`config.mk`:
```
export PLATFORM = sky130hd
export DESIGN_NAME = ece_front
export DESIGN_NICKNAME = d
export VERILOG_FILES = /design/src/design/ece_pkg.sv /design/src/design/ece_front.sv
export SDC_FILE = /design/constraint.sdc
export NUM_CORES = 1
export LEC_CHECK = 0
export BUFFER_PORTS_ARGS = -buffer_cell sky130_fd_sc_hd__buf_2
export CORE_UTILIZATION = 48
export CTS_CLUSTER_DIAMETER = 150
export DETAILED_ROUTE_END_ITERATION = 6
export HOLD_SLACK_MARGIN = 0.08
export PLACE_DENSITY_LB_ADDON = 0.15
export SYNTH_ARGS = -nofsm -noshare
export SYNTH_HDL_FRONTEND = slang
export SYNTH_SLANG_ARGS = --single-unit
```
`constraint.sdc`:
```
create_clock -name aclk -period 4.2 [get_ports aclk]
set_input_delay 0.42 -clock aclk [delete_from_list [all_inputs] [get_ports aclk]]
set_output_delay 0.42 -clock aclk [all_outputs]
set_load 0.01 [all_outputs]
```
`src/design/ece_pkg.sv`:
```
// Shared types, constants and elaboration-time tables for the easing curve evaluator.
`default_nettype none

package ece_pkg;

    // Fixed-point formats of the ports and of the inner Q31 datapath.
    localparam int FRAC_BITS = 16;
    localparam int VAL_W     = FRAC_BITS + 1;
    localparam int TDATA_W   = ((VAL_W + 7) / 8) * 8;
    localparam int QBITS     = 31;
    localparam logic [31:0] QONE  = 32'h8000_0000;
    localparam logic [31:0] QHALF = 32'h4000_0000;
    localparam logic [VAL_W-1:0] ONE_P = VAL_W'(1) << FRAC_BITS;

    // Sine quarter-wave table.
    localparam int SINE_DEPTH     = 256;
    localparam int SINE_ADDR_BITS = 8;
    localparam int SINE_IDX_W     = SINE_ADDR_BITS + 1;
    localparam logic [63:0] QPI_HALF = 64'd3373259426;
    localparam int TAYLOR_LAST    = 21;

    // Power-of-two fraction table and square root unit.
    localparam int EXP_STEPS            = 24;
    localparam int SQRT_ITERS           = 32;
    localparam int SQRT_STEPS_PER_STAGE = 2;
    localparam int SQRT_STAGES          = SQRT_ITERS / SQRT_STEPS_PER_STAGE;

    // Input queue between the front and back ends.
    localparam int QUEUE_DEPTH = 4;
    localparam int QUEUE_PTR_W = 2;
    localparam int QUEUE_CNT_W = 3;

    // Configuration register indexes.
    localparam logic CFG_FAMILY    = 1'b0;
    localparam logic CFG_DIRECTION = 1'b1;

    // Direction register codes; the unused code behaves as in-out.
    localparam logic [1:0] DIR_IN    = 2'd0;
    localparam logic [1:0] DIR_OUT   = 2'd1;
    localparam logic [1:0] DIR_INOUT = 2'd2;

    typedef enum logic [2:0] {
        FAM_LINEAR,
        FAM_QUAD,
        FAM_CUBIC,
        FAM_QUARTIC,
        FAM_QUINTIC,
        FAM_SINE,
        FAM_CIRCULAR,
        FAM_EXP
    } family_t;

    // How the ease-in value is folded into the final curve.
    typedef enum logic [1:0] {
        MODE_IN,
        MODE_OUT,
        MODE_IO_LO,
        MODE_IO_HI
    } mode_t;

    // Per-word control that travels the whole back end.
    typedef struct packed {
        family_t          fam;
        mode_t            mode;
        logic             clamped;
        logic [VAL_W-1:0] prog;
    } ctrl_t;

    // Queue entry: classified word with its ease-in argument in Q31.
    typedef struct packed {
        ctrl_t       ctrl;
        logic [31:0] x;
    } item_t;

    // Multiplier chain stage contents.
    typedef struct packed {
        ctrl_t                ctrl;
        logic [31:0]          x;
        logic [31:0]          acc;
        logic [31:0]          opnd;
        logic                 use0;
        logic [31:0]          lo;
        logic [EXP_STEPS-1:0] ebits;
        logic [3:0]           sh;
        logic                 ezero;
    } chain_t;

    // Side data carried alongside the square root unit.
    typedef struct packed {
        ctrl_t       ctrl;
        logic [31:0] acc;
        logic [31:0] lo;
        logic [3:0]  sh;
        logic        ezero;
    } tag_t;

    typedef logic [31:0] sine_tab_t [SINE_DEPTH+1];
    typedef logic [31:0] exp_tab_t [EXP_STEPS];

    // Rounded Q31 product, used only while building tables.
    function automatic logic [63:0] mulq_c(input logic [63:0] a, input logic [63:0] b);
        return (a * b + 64'(QHALF)) >> QBITS;
    endfunction

    // Digit-by-digit square root rounded to nearest, used only while building tables.
    function automatic logic [63:0] isqrt_c(input logic [63:0] n_in);
        logic [63:0] n;
        logic [63:0] res;
        logic [63:0] bits;
        n   = n_in;
        res = 64'd0;
        for (int i = 0; i < SQRT_ITERS; i++) begin
            bits = 64'd1 << (62 - 2 * i);
            if (n >= res + bits) begin
                n   = n - (res + bits);
                res = (res >> 1) + bits;
            end else begin
                res = res >> 1;
            end
        end
        if (n > res) begin
            res = res + 64'd1;
        end
        return res;
    endfunction

    // Sine points by Taylor series, clamped to 1.0.
    function automatic sine_tab_t build_sine();
        sine_tab_t   tab;
        logic [63:0] a;
        logic [63:0] t;
        logic [63:0] pos;
        logic [63:0] neg;
        logic [63:0] v;
        for (int k = 0; k <= SINE_DEPTH; k++) begin
            a   = (QPI_HALF * 64'(k) + 64'(SINE_DEPTH / 2)) / 64'(SINE_DEPTH);
            t   = a;
            pos = 64'd0;
            neg = 64'd0;
            for (int n = 1; n <= TAYLOR_LAST; n += 2) begin
                if (((n >> 1) & 1) == 1) begin
                    neg = neg + t;
                end else begin
                    pos = pos + t;
                end
                t = mulq_c(mulq_c(t, a), a) / 64'((n + 1) * (n + 2));
            end
            v = (pos >= neg) ? pos - neg : 64'd0;
            tab[k] = (v > 64'(QONE)) ? QONE : v[31:0];
        end
        return tab;
    endfunction

    // Entries 2^(-2^-(i+1)) by repeated square roots of one half.
    function automatic exp_tab_t build_exp();
        exp_tab_t    tab;
        logic [63:0] cur;
        cur    = isqrt_c(64'(QHALF) << QBITS);
        tab[0] = cur[31:0];
        for (int i = 1; i < EXP_STEPS; i++) begin
            cur    = isqrt_c(64'(tab[i-1]) << QBITS);
            tab[i] = cur[31:0];
        end
        return tab;
    endfunction

    localparam sine_tab_t SINE_TAB = build_sine();
    localparam exp_tab_t  EXP_TAB  = build_exp();

endpackage

`default_nettype wire

```
`src/design/ece_front.sv`:
```
// Front end: configuration registers, input clamp and curve classification.
`default_nettype none

module ece_front
    import ece_pkg::*;
(
    input  wire logic               aclk,
    input  wire logic               aresetn,
    input  wire logic               cfg_wr_en,
    input  wire logic               cfg_addr,
    input  wire logic [2:0]         cfg_wdata,
    input  wire logic               s_tvalid,
    output logic                    s_tready,
    input  wire logic [TDATA_W-1:0] s_tdata,
    input  wire logic               q_full,
    output logic                    q_push,
    output item_t                   q_item
);

    family_t    family_reg;
    logic [1:0] direction_reg;

    logic [VAL_W-1:0] prog;
    logic [VAL_W-1:0] prog_clamped;
    logic             clamped;
    logic [31:0]      p31;

    // Configuration writes.
    always_ff @(posedge aclk) begin
        if (!aresetn) begin
            family_reg    <= FAM_LINEAR;
            direction_reg <= DIR_IN;
        end else if (cfg_wr_en) begin
            case (cfg_addr)
                CFG_FAMILY:    family_reg    <= family_t'(cfg_wdata);
                CFG_DIRECTION: direction_reg <= cfg_wdata[1:0];
                default:       family_reg    <= family_reg;
            endcase
        end
    end

    // Clamp progress to 1.0 and widen it to Q31.
    assign prog         = s_tdata[VAL_W-1:0];
    assign clamped      = prog > ONE_P;
    assign prog_clamped = clamped ? ONE_P : prog;
    assign p31          = 32'(prog_clamped) << (QBITS - FRAC_BITS);

    // Fold the direction into one ease-in argument and a mode.
    always_comb begin
        q_item.ctrl.fam     = family_reg;
        q_item.ctrl.clamped = clamped;
        q_item.ctrl.prog    = prog_clamped;
        case (direction_reg)
            DIR_IN: begin
                q_item.ctrl.mode = MODE_IN;
                q_item.x         = p31;
            end
            DIR_OUT: begin
                q_item.ctrl.mode = MODE_OUT;
                q_item.x         = QONE - p31;
            end
            default: begin
                if (p31 < QHALF) begin
                    q_item.ctrl.mode = MODE_IO_LO;
                    q_item.x         = p31 << 1;
                end else begin
                    q_item.ctrl.mode = MODE_IO_HI;
                    q_item.x         = (QONE - p31) << 1;
                end
            end
        endcase
    end

    assign s_tready = !q_full;
    assign q_push   = s_tvalid && !q_full;

endmodule

`default_nettype wire

```
**Word-level counts from Yosys, hierarchy flattened**

Cells that the tools add are included.

- $add $sub $neg: 1
- $mul: 0
- Divide/modulo/power cells: 0
- Magnitude comparators: 2
- Eq/ne operators: 1
- Shift-type cells: 0
- Multiplexer cells: 5
- Bitwise gates (word level): 1
- Reduce and logical (&&, ||, !) cells: 5

Operators with widths:

| cell | number |
|---|---|
| one-hot mux 32 bit (2 select lines) | 1 |
| less-than comparator 32 x 31 -> 1 bit, second input constant | 1 |
| two-way mux 32 bit | 1 |
| subtractor 32 bit, first input constant | 1 |
| greater-than comparator 17 bit, second input constant | 1 |
| two-way mux 17 bit | 1 |
| one-hot mux 2 bit (2 select lines) | 1 |
| AND reduction 2 bit | 2 |
| equality test 2 x 1 -> 1 bit, second input constant | 1 |
| zero test 2 bit | 1 |
| logical AND 1 bit | 1 |
| zero test 1 bit | 1 |
| two-way mux 1 bit | 1 |
| inverter 1 bit | 1 |

- Register bits: 5
- Latch bits: 0
- Memory bits (writable): 0
- Bits in read-only memories: 0
- Output and inout bits: 57
- Word-level logic and storage cells: 17
- Memories kept: 0

**Depth between registers and ports, before layout**

- Depth after elaboration: 5
- Mapped depth: 10
- Depth with buffers taken out: 8

**Worst setup path after synthesis**

Ideal clock, no wire load.

- Path type: input -> output
- From: input s_tdata[3]
- To: output q_item[29] (netlist bit)
- Data arrival time: 2,325 ps
- Required time: 3,780 ps
- Slack: 1,455 ps
- Stages: 5
- Buffers on the path: 1
- Cell sequence: buf_2 or4_4 or4_4 a21o_1 o311ai_0

RTL lines:

| item | line | text |
|---|---|---|
| start: declaration | ece_front.sv:14 | `input wire logic [TDATA_W-1:0] s_tdata,` |
| end: declaration | ece_front.sv:17 | `output item_t q_item` |

==> metrics.cfg <==
[run_status]
status=finished, violations left
violations=DRC

[sta]
rsz0062_at_grt=false
relSlewSlack_pct=56.7
drv_slew=0
setup-tns-final_ps=0
period_share_pct=72.8
fmax_mhz=327
timing.final.setup_violations=0
fin_skew_ps=0
period_minus_slack_ps=3060
worst_pin_slew_ps=648
timing.final.hold_violations=0

[setup_path]
worstPathArrival_ps=2640
worst-setup-path-type=primary input to primary output
path_max_fanout=13
cp.required_ps=3780
cp-end-kind=primary output
start_kind=primary input

[detailed_routing]
wire_per_inst_um=13.7
drc=5
drtIter0Drc=137
drtPass1Iterations=7
ant_nets=0
num_vias=1828
wl_um=4360
via_per_inst=5.73

[floorplanning]
initial_utilization_pct=52.8
die_area_sq_um=3370
die_x_um=58.0
rows=19
core_area_sq_um=2850
io_pins=90
die_h_um=58.0

[clocking]
clk_latency_ps=250
htree_levels=1
cts_hold_buf=0
cts.sinks=5
cts-buffers-inserted=3
post_cts_buffers=0
clockBufferDepth=2
cts_tree=done
clk_pin_slew_ps=50
cts_resized=0
cts_root_buf=clkbuf_4

[placed_design]
dpl_cell_area_sq_um=1760
port-buffer-count=67
place_hpwl_um=3230
gp_congestion=0.967

[yosys]
synth_adder_area_share_pct=0.831
ys_warn_count=0
synth_xor_area_share_pct=6.40
post-synth-top-count-cell=nand2_1
synth_area_leaders=nor2b_1, buf_4, dfxtp_1
synth-simple-area-share_pct=34.1
ys_seq_elements=5
synth_edf_count=0
synth_compound_area_share_pct=31.6
ys_dominant_reg_cell=dfxtp_1
synth_commonest_cells=nand2_1, nor2b_1, clkbuf_1, o21ai_0, buf_4
syn_inst=235
synth_top_area_share_pct=8.72
syn-mean-instance-area_sq_um=6.41
muxShareOfSynthArea_pct=4.15
synth_area_sq_um=1510
yosysTopAreaCell=nor2b_1
synth_top_family_by_area=simple AND/OR/NAND/NOR gates
seq_area_frac_synth_pct=6.64
synth_cell_types=54
synthArstFlopShare_pct=0

[layout]
fin_nets=323
fill_cells=282
largest_register_ffs=3
drive_above_1_share_pct=29.5
syn2layout_area_growth_pct=18.6
diodes=0
finalInstanceArea_sq_um=1790

[grt]
grt_start_max_net_pins=33
grt_overflow=0
antenna_found_initial=0
gr-usage-all-layers_pct=25.0
grt_first_pass_wirelength_um=6860
grt_pass1_vias=1522

[power]
p_per_area_nw_per_um2=161
p_leak_nw=0.830
vdd_drop_max_v=0.000275
finalPower_uw=287

[hold_path]
min_path_type=primary input to flop

[run]
drv_cap=0

## cell usage in the layout (no fill, tap or decap), types with 4 or more instances in the layout
cell type	instances
or3_1	4
a21oi_1	10
nor2_1	15
buf_2	67
inv_1	9
xnor2_1	8
o41ai_1	4
nand3_1	8
nor3_1	4
dfxtp_1	5
o21a_1	4
nand2b_1	4
nor2b_1	21
mux2i_1	4
o311ai_0	4
o21ai_0	17
conb_1	15
buf_4	4
nand2_1	24
## area by class of cell
cell class              count  area, sq um  share of cell area (%)
multi-input cells         198         1220                    68.1
repair buffers             71          365                    20.4
flip-flops and latches      5          100                    5.60
well taps                  31         38.8                    2.17
inverters                  10         37.5                    2.10
clock buffers               3         22.5                    1.26
clock inverters             1         5.00                   0.280
## critical path, cell delays in order
cell and delay (ps):
buf_2 160, or4_4 650, or4_4 610, o21ai_4 190, inv_2 70, a22o_1 260, o21ai_1 130, buf_2 150
## report_power, final
group          total, mW  internal [mW]  switching (mW)
sequential        0.0543         0.0498         0.00454
clock             0.0569         0.0346          0.0224
combinational      0.176         0.0721           0.104
## layer usage
| metal | vias to the layer above | part of all wire (%) | global-route usage [%] |
|---|---|---|---|
| met2 | 89 | 48 | 40.2 |
| li1 | 917 | - | - |
| met1 | 822 | 44 | 36.2 |
| met5 | - | 0 | 0 |
| met4 | 0 | 0 | 5.44 |
| met3 | 0 | 8.4 | 2.46 |
## per-stage QoR
stage / setup WS, ps / hold slack, ps / instances / utilization (%)
after floorplan: 1450 / 538 / 249 / -
after global placement: 1180 / 491 / 315 / 61.7
after detailed placement: 1150 / 504 / 315 / 61.7
after CTS: 1150 / 442 / 319 / 62.6
after global routing: 1080 / 455 / 319 / 62.6
final: 1140 / 445 / 319 / 62.6
## path summary, 6_finish.rpt
path / cells after the start / to / start / slack, ps
max: 8 / q_item[27] / s_tdata[4] / 1140
min: 3 / family_reg[2] / cfg_wdata[2] / 440
max reg2reg: 3 / direction_reg[1] / direction_reg[1] / 2950
min reg2reg: 2 / family_reg[0] / family_reg[0] / 510
## cell families after synthesis
logic type,after synthesis
mux,6
compound gates,69
xor+xnor,11
buf+inv,46
flops,5
fa+ha+maj,1
other cells,1
simple gates,96
No activity file was read; power rests on OpenSTA's default activity.
