--- src/design/ece_pkg.sv ---
// Shared types, constants and elaboration-time tables for the easing curve evaluator.
`default_nettype none

package ece_pkg;

    // Fixed-point formats of the ports and of the inner Q31 datapath.
    localparam int FRAC_BITS = 16;
    localparam int VAL_W     = FRAC_BITS + 1;
    localparam int TDATA_W   = ((VAL_W + 7) / 8) * 8;
    localparam int QBITS     = 31;
    localparam logic [31:0] QONE  = 32'h8000_0000;
    localparam logic [31:0] QHALF = 32'h4000_0000;
    localparam logic [VAL_W-1:0] ONE_P = VAL_W'(1) << FRAC_BITS;

    // Sine quarter-wave table.
    localparam int SINE_DEPTH     = 256;
    localparam int SINE_ADDR_BITS = 8;
    localparam int SINE_IDX_W     = SINE_ADDR_BITS + 1;
    localparam logic [63:0] QPI_HALF = 64'd3373259426;
    localparam int TAYLOR_LAST    = 21;

    // Power-of-two fraction table and square root unit.
    localparam int EXP_STEPS            = 24;
    localparam int SQRT_ITERS           = 32;
    localparam int SQRT_STEPS_PER_STAGE = 2;
    localparam int SQRT_STAGES          = SQRT_ITERS / SQRT_STEPS_PER_STAGE;

    // Input queue between the front and back ends.
    localparam int QUEUE_DEPTH = 4;
    localparam int QUEUE_PTR_W = 2;
    localparam int QUEUE_CNT_W = 3;

    // Configuration register indexes.
    localparam logic CFG_FAMILY    = 1'b0;
    localparam logic CFG_DIRECTION = 1'b1;

    // Direction register codes; the unused code behaves as in-out.
    localparam logic [1:0] DIR_IN    = 2'd0;
    localparam logic [1:0] DIR_OUT   = 2'd1;
    localparam logic [1:0] DIR_INOUT = 2'd2;

    typedef enum logic [2:0] {
        FAM_LINEAR,
        FAM_QUAD,
        FAM_CUBIC,
        FAM_QUARTIC,
        FAM_QUINTIC,
        FAM_SINE,
        FAM_CIRCULAR,
        FAM_EXP
    } family_t;

    // How the ease-in value is folded into the final curve.
    typedef enum logic [1:0] {
        MODE_IN,
        MODE_OUT,
        MODE_IO_LO,
        MODE_IO_HI
    } mode_t;

    // Per-word control that travels the whole back end.
    typedef struct packed {
        family_t          fam;
        mode_t            mode;
        logic             clamped;
        logic [VAL_W-1:0] prog;
    } ctrl_t;

    // Queue entry: classified word with its ease-in argument in Q31.
    typedef struct packed {
        ctrl_t       ctrl;
        logic [31:0] x;
    } item_t;

    // Multiplier chain stage contents.
    typedef struct packed {
        ctrl_t                ctrl;
        logic [31:0]          x;
        logic [31:0]          acc;
        logic [31:0]          opnd;
        logic                 use0;
        logic [31:0]          lo;
        logic [EXP_STEPS-1:0] ebits;
        logic [3:0]           sh;
        logic                 ezero;
    } chain_t;

    // Side data carried alongside the square root unit.
    typedef struct packed {
        ctrl_t       ctrl;
        logic [31:0] acc;
        logic [31:0] lo;
        logic [3:0]  sh;
        logic        ezero;
    } tag_t;

    typedef logic [31:0] sine_tab_t [SINE_DEPTH+1];
    typedef logic [31:0] exp_tab_t [EXP_STEPS];

    // Rounded Q31 product, used only while building tables.
    function automatic logic [63:0] mulq_c(input logic [63:0] a, input logic [63:0] b);
        return (a * b + 64'(QHALF)) >> QBITS;
    endfunction

    // Digit-by-digit square root rounded to nearest, used only while building tables.
    function automatic logic [63:0] isqrt_c(input logic [63:0] n_in);
        logic [63:0] n;
        logic [63:0] res;
        logic [63:0] bits;
        n   = n_in;
        res = 64'd0;
        for (int i = 0; i < SQRT_ITERS; i++) begin
            bits = 64'd1 << (62 - 2 * i);
            if (n >= res + bits) begin
                n   = n - (res + bits);
                res = (res >> 1) + bits;
            end else begin
                res = res >> 1;
            end
        end
        if (n > res) begin
            res = res + 64'd1;
        end
        return res;
    endfunction

    // Sine points by Taylor series, clamped to 1.0.
    function automatic sine_tab_t build_sine();
        sine_tab_t   tab;
        logic [63:0] a;
        logic [63:0] t;
        logic [63:0] pos;
        logic [63:0] neg;
        logic [63:0] v;
        for (int k = 0; k <= SINE_DEPTH; k++) begin
            a   = (QPI_HALF * 64'(k) + 64'(SINE_DEPTH / 2)) / 64'(SINE_DEPTH);
            t   = a;
            pos = 64'd0;
            neg = 64'd0;
            for (int n = 1; n <= TAYLOR_LAST; n += 2) begin
                if (((n >> 1) & 1) == 1) begin
                    neg = neg + t;
                end else begin
                    pos = pos + t;
                end
                t = mulq_c(mulq_c(t, a), a) / 64'((n + 1) * (n + 2));
            end
            v = (pos >= neg) ? pos - neg : 64'd0;
            tab[k] = (v > 64'(QONE)) ? QONE : v[31:0];
        end
        return tab;
    endfunction

    // Entries 2^(-2^-(i+1)) by repeated square roots of one half.
    function automatic exp_tab_t build_exp();
        exp_tab_t    tab;
        logic [63:0] cur;
        cur    = isqrt_c(64'(QHALF) << QBITS);
        tab[0] = cur[31:0];
        for (int i = 1; i < EXP_STEPS; i++) begin
            cur    = isqrt_c(64'(tab[i-1]) << QBITS);
            tab[i] = cur[31:0];
        end
        return tab;
    endfunction

    localparam sine_tab_t SINE_TAB = build_sine();
    localparam exp_tab_t  EXP_TAB  = build_exp();

endpackage

`default_nettype wire

--- src/design/ece_queue.sv ---
// Short queue that decouples the front end from the back-end pipeline.
`default_nettype none

module ece_queue
    import ece_pkg::*;
(
    input  wire logic aclk,
    input  wire logic aresetn,
    input  wire logic push,
    input  item_t     push_item,
    output logic      full,
    input  wire logic pop,
    output logic      head_vld,
    output item_t     head_item
);

    item_t                  slot_reg [QUEUE_DEPTH];
    logic [QUEUE_PTR_W-1:0] wr_ptr_reg;
    logic [QUEUE_PTR_W-1:0] rd_ptr_reg;
    logic [QUEUE_CNT_W-1:0] count_reg;

    assign full      = count_reg == QUEUE_CNT_W'(QUEUE_DEPTH);
    assign head_vld  = count_reg != '0;
    assign head_item = slot_reg[rd_ptr_reg];

    // Pointer and fill count update.
    always_ff @(posedge aclk) begin
        if (!aresetn) begin
            wr_ptr_reg <= '0;
            rd_ptr_reg <= '0;
            count_reg  <= '0;
        end else begin
            if (push) begin
                wr_ptr_reg <= wr_ptr_reg + QUEUE_PTR_W'(1);
            end
            if (pop) begin
                rd_ptr_reg <= rd_ptr_reg + QUEUE_PTR_W'(1);
            end
            if (push && !pop) begin
                count_reg <= count_reg + QUEUE_CNT_W'(1);
            end else if (pop && !push) begin
                count_reg <= count_reg - QUEUE_CNT_W'(1);
            end
        end
    end

    // Word storage.
    always_ff @(posedge aclk) begin
        if (push) begin
            slot_reg[wr_ptr_reg] <= push_item;
        end
    end

`ifndef SYNTHESIS
    a_no_push_full: assert property (@(posedge aclk) disable iff (!aresetn)
        !(push && full && !pop)) else $error("queue written while full");
    a_no_pop_empty: assert property (@(posedge aclk) disable iff (!aresetn)
        pop |-> count_reg != '0) else $error("queue read while empty");
`endif

endmodule

`default_nettype wire

--- config.mk ---
export PLATFORM = sky130hd
export DESIGN_NAME = ece_queue
export DESIGN_NICKNAME = d
export VERILOG_FILES = /design/src/design/ece_pkg.sv /design/src/design/ece_queue.sv
export SDC_FILE = /design/constraint.sdc
export NUM_CORES = 1
export LEC_CHECK = 0
export BUFFER_PORTS_ARGS = -buffer_cell sky130_fd_sc_hd__buf_2
export CAP_MARGIN = 20
export CORE_ASPECT_RATIO = 0.8
export CORE_MARGIN = 2
export CORE_UTILIZATION = 50
export DETAILED_ROUTE_END_ITERATION = 6
export GPL_ROUTABILITY_DRIVEN = 1
export MAX_ROUTING_LAYER = met4
export PLACE_DENSITY = 0.8
export SYNTH_ARGS = -nofsm -noshare
export SYNTH_HDL_FRONTEND = slang
export SYNTH_SLANG_ARGS = --single-unit
export TNS_END_PERCENT = 1
--- constraint.sdc ---
create_clock -name aclk -period 3.7 [get_ports aclk]
set_input_delay 0.555 -clock aclk [delete_from_list [all_inputs] [get_ports aclk]]
set_output_delay 0.555 -clock aclk [all_outputs]
set_load 0.05 [all_outputs]
== Word-level counts from Yosys, hierarchy flattened ==
Memories as Yosys holds them, arrays and structs flattened. A register that Yosys moved wholly into a read port is not among the register bits.
Index checks and enable logic that the tools add are counted.
Word-level totals
  register bits: 7
  latch bits: 0
  memory bits (writable): 220
  bits in read-only memories: 0
  input port bits: 59
  output and inout bits: 57
  logic and storage cells: 21
  memories: 1
Memories
  slot_reg: depth 4, bits a word 55, rd ports 1, clocked after memory_dff 1, wr ports 1, line ece_queue.sv:17  | item_t slot_reg [QUEUE_DEPTH];
Operators by class
  add/subtract/negate cells: 4
  multiply operators: 0
  divide/modulo/power cells: 0
  magnitude comparators: 0
  equal/unequal tests: 1
  shift-type cells: 0
  mux-type cells: 6
  bitwise operators: 0
  reductions and logical operators: 6
Operators with widths (count)
  $mux W3: 2
  $add A2 B1 Y2 const B: 2
  $mux W2: 2
  $add A3 B1 Y3 const B: 1
  $eq A3 B3 Y1 const B: 1
  $reduce_bool A3 Y1: 1
  $sub A3 B1 Y3 const B: 1
  $logic_and A1 B1 Y1: 2
  $logic_not A1 Y1: 2
  $mux W1: 2
  $reduce_bool A2 Y1: 1

== Longest topological paths before layout ==
  depth after elaboration: 4
  depth in mapped cells: 7
  mapped depth without buffers: 7

== Worst setup path before layout ==
OpenSTA, ideal clock, no wires.
  kind: input-to-reg
  from: input push
  to: memory slot_reg[0][0] in the netlist's numbering (enable)
  library setup time: 0.418 ns
  arrival: 1.861 ns
  data required time: 3.282 ns
  setup slack: 1.421 ns
  stages on the path: 1
  path buffers: 0
  cells stage by stage: and2_1
Between the ends
  cells in the longest elaborated chain, start to end: 2
Ends and longest elaborated chain
  from (decl): line ece_queue.sv:9  | input wire logic push,
  $mux W1: line ece_queue.sv:49  | if (push) begin
  $mux W1 (not written as such): line ece_queue.sv:50  | slot_reg[wr_ptr_reg] <= push_item;
  to (decl): line ece_queue.sv:17
No other way between the ends.

==> impl_metrics.yaml <==
clock_tree:
  clkSlewWorstSetupHoldPaths_ns: 0.06
  cts-hold-fix-buffers: 0
  cts-root-buf: "clkbuf_16"
  clkSinkCount: 229
  clockBufferDepth: 3
  cts_resized: 0
  cts_made_buffers: 22
  cts_tree: "yes"
  postCtsSetupRepairBufs: 0
  clock_latency_ns: 0.49
  htree_levels: 1
drt:
  num_vias: 3806
  dr.pass1.iters: 6
  post_drt_wl_per_cell_um: 20.1
  first_iter_violations: 204
  post_drt_via_cell_ratio: 5.41
  drt_wl_total_um: 14200
  drtAntennaViolNets: 0
  drcViolationCount: 0
synth:
  synthFlopType: "edfxtp_1"
  synth_edf_count: 220
  ys_types: 21
  syn-num-nets: 395
  yosys-top-cells-area: "edfxtp_1, mux4_2, dfxtp_1"
  syn-mean-instance-area_um2: 25.6
  yosys.area.top_type: "edfxtp_1"
  ys_warn_count: 0
  async_reset_ff_share_pct: 0
  netlist_top_cells_count: "edfxtp_1, mux4_2, and2_1, dfxtp_1"
  yosysMostFrequentCell: "edfxtp_1"
  synth_top_area_share_pct: 78.2
  synth_area_um2: 8450
  yosysSeqAreaShare_pct: 80.3
  syn-instance-count: 330
  ys_seq_elements: 229
critical_path:
  cp_max_fo: 29
  crit_required_ns: 3.14
  critPathKind: "reg2out"
  worst_setup_path_end_kind: "output pin"
  arrival_ns: 2.40
  cp-start-kind: "flip-flop"
grt:
  grt_max_degree: 56
  antenna_found_initial: 2
  grt_usage_pct: 16.6
  grt_pass1_vias: 4057
  gr-total-overflow: 0
  grt_pass1_wl_um: 22000
place:
  io_buffers: 115
  gp_congestion: 0.705
  dp.final_hpwl_um: 8710
  place_ws_ns: 1.18
timing:
  worst_slack_ns: 0.741
  clock.fmax_mhz: 338
  setup_viol: 0
  fin_skew_ns: 0.00500
  finalHoldViolCount: 0
  maxSlewHeadroom_pct: 44.8
  fin_tns_setup_ns: 0
  layout_min_cycle_time_ns: 2.96
  finalCritPeriodShare_pct: 80.0
  tightest_slew_ns: 0.828
  rsz0062_at_grt: "false"
  drv_slew: 0
floorplanning:
  initial_core_util_pct: 51.1
  ios: 116
  die_area_um2: 18000
  die_x_um: 149
  coreArea_um2: 16600
  placementRows: 42
  die-height_um: 120
pwr:
  ir_worst_vdd_mv: 0.334
  power.net_switching_uw: 1490
  seqPwrFrac_pct: 50.5
  combPwrFrac_pct: 13.6
  p_leak_uw: 0.00341
  swShare_pct: 24.9
  internal_power_uw: 4510
  power.density_nw_per_um2: 602
  clockPowerShare_pct: 35.8
finish:
  largest_reg_flops: 220
  drive_above_1_share_pct: 44.2
  syn2layout_area_growth_pct: 18.1
  final_nets: 531
min_path:
  worstHoldPathType: "in2reg"
job:
  cap_violations: 0
run_status:
  status: "finished clean"
-- layout make-up --
type | count | area, um^2
Inverter | 4 | 15.0
Sequential cell | 229 | 6790
Antenna cell | 2 | 5.00
Clock buffer | 31 | 646
Timing Repair Buffer | 124 | 668
Tap cell | 220 | 275
Clock inverter | 9 | 66.3
Multi-Input combinational cell | 85 | 1510
Fill cell | 1185 | 6570
-- logic make-up after synthesis --
logic type      share of synthesized area (%)
buf+inv                                  1.85
simple gates                             1.10
compound gates                          0.148
flops                                    80.3
mux                                      15.1
xor+xnor                                0.518
fa+ha+maj                               0.977
-- metal layers --
layer	vias to the layer above	GRT usage, %	wire length, um
met5	-	-	0
met4	0	3.81	303
met3	24	3.96	945
met2	124	26.1	6830
met1	1981	22.5	6080
li1	1677	-	-
-- worst max-delay path: stages, from the launching register on --
cell,delay (ns)
dfxtp_4,0.75
buf_12,0.33
mux4_1,0.59
buf_2,0.23
-- layout by cell type (no fill, tap or decap) --
cell / count
buf_4: 7
o21ai_0: 1
inv_1: 4
ha_1: 5
buf_12: 2
diode_2: 2
clkinv_1: 3
dfxtp_4: 1
buf_2: 115
edfxtp_1: 220
fa_1: 1
dfxtp_1: 7
bufinv_16: 1
clkinv_2: 5
clkbuf_8: 4
and2_1: 5
dfxtp_2: 1
clkbuf_1: 4
clkbuf_16: 23
mux2i_1: 2
nor3b_1: 1
and2_2: 4
mux4_2: 50
a21boi_0: 1
xor2_1: 3
or3_1: 2
nand2_1: 1
mux4_1: 5
xnor2_1: 2
nor2b_1: 2
-- worst paths after layout --
| path | depth (start not counted) | endpoint | from | slack, ns |
|---|---|---|---|---|
| hold reg to reg | 2 | count_reg[2]$_SDFFE_PN0P_ | count_reg[2]$_SDFFE_PN0P_ | 0.55 |
| setup reg to reg | 3 | slot_reg[3][16]$_DFFE_PP_ | wr_ptr_reg[0]$_SDFFE_PN0P_ | 1.83 |
| setup / recovery | 3 | head_item[41] | flip-flop | 0.74 |
| hold / removal | 1 | slot_reg[3][7]$_DFFE_PP_ | push_item[7] | 0.28 |
-- power groups by stage --
stage	Combinational (uW)	Sequential (uW)	Clock, uW
after floorplan	660	3060	0
after global placement	812	3080	0
after detailed placement	827	3090	0
after CTS	830	3040	2210
after global routing	862	3050	2320
final	819	3040	2150
-- metrics by stage --
stage | power, uW | hold slack (ns) | instances | cell area (um^2) | util, %
after floorplan | 3720 | 0.467 | 330 | 8450 | -
after global placement | 3900 | 0.478 | 662 | 9260 | 56.0
after detailed placement | 3920 | 0.536 | 662 | 9260 | 56.0
after CTS | 6080 | 0.251 | 702 | 9980 | 60.3
after global routing | 6230 | 0.257 | 704 | 9980 | 60.3
final | 6010 | 0.278 | 704 | 9980 | 60.3
(Power assumes the default switching activity.)
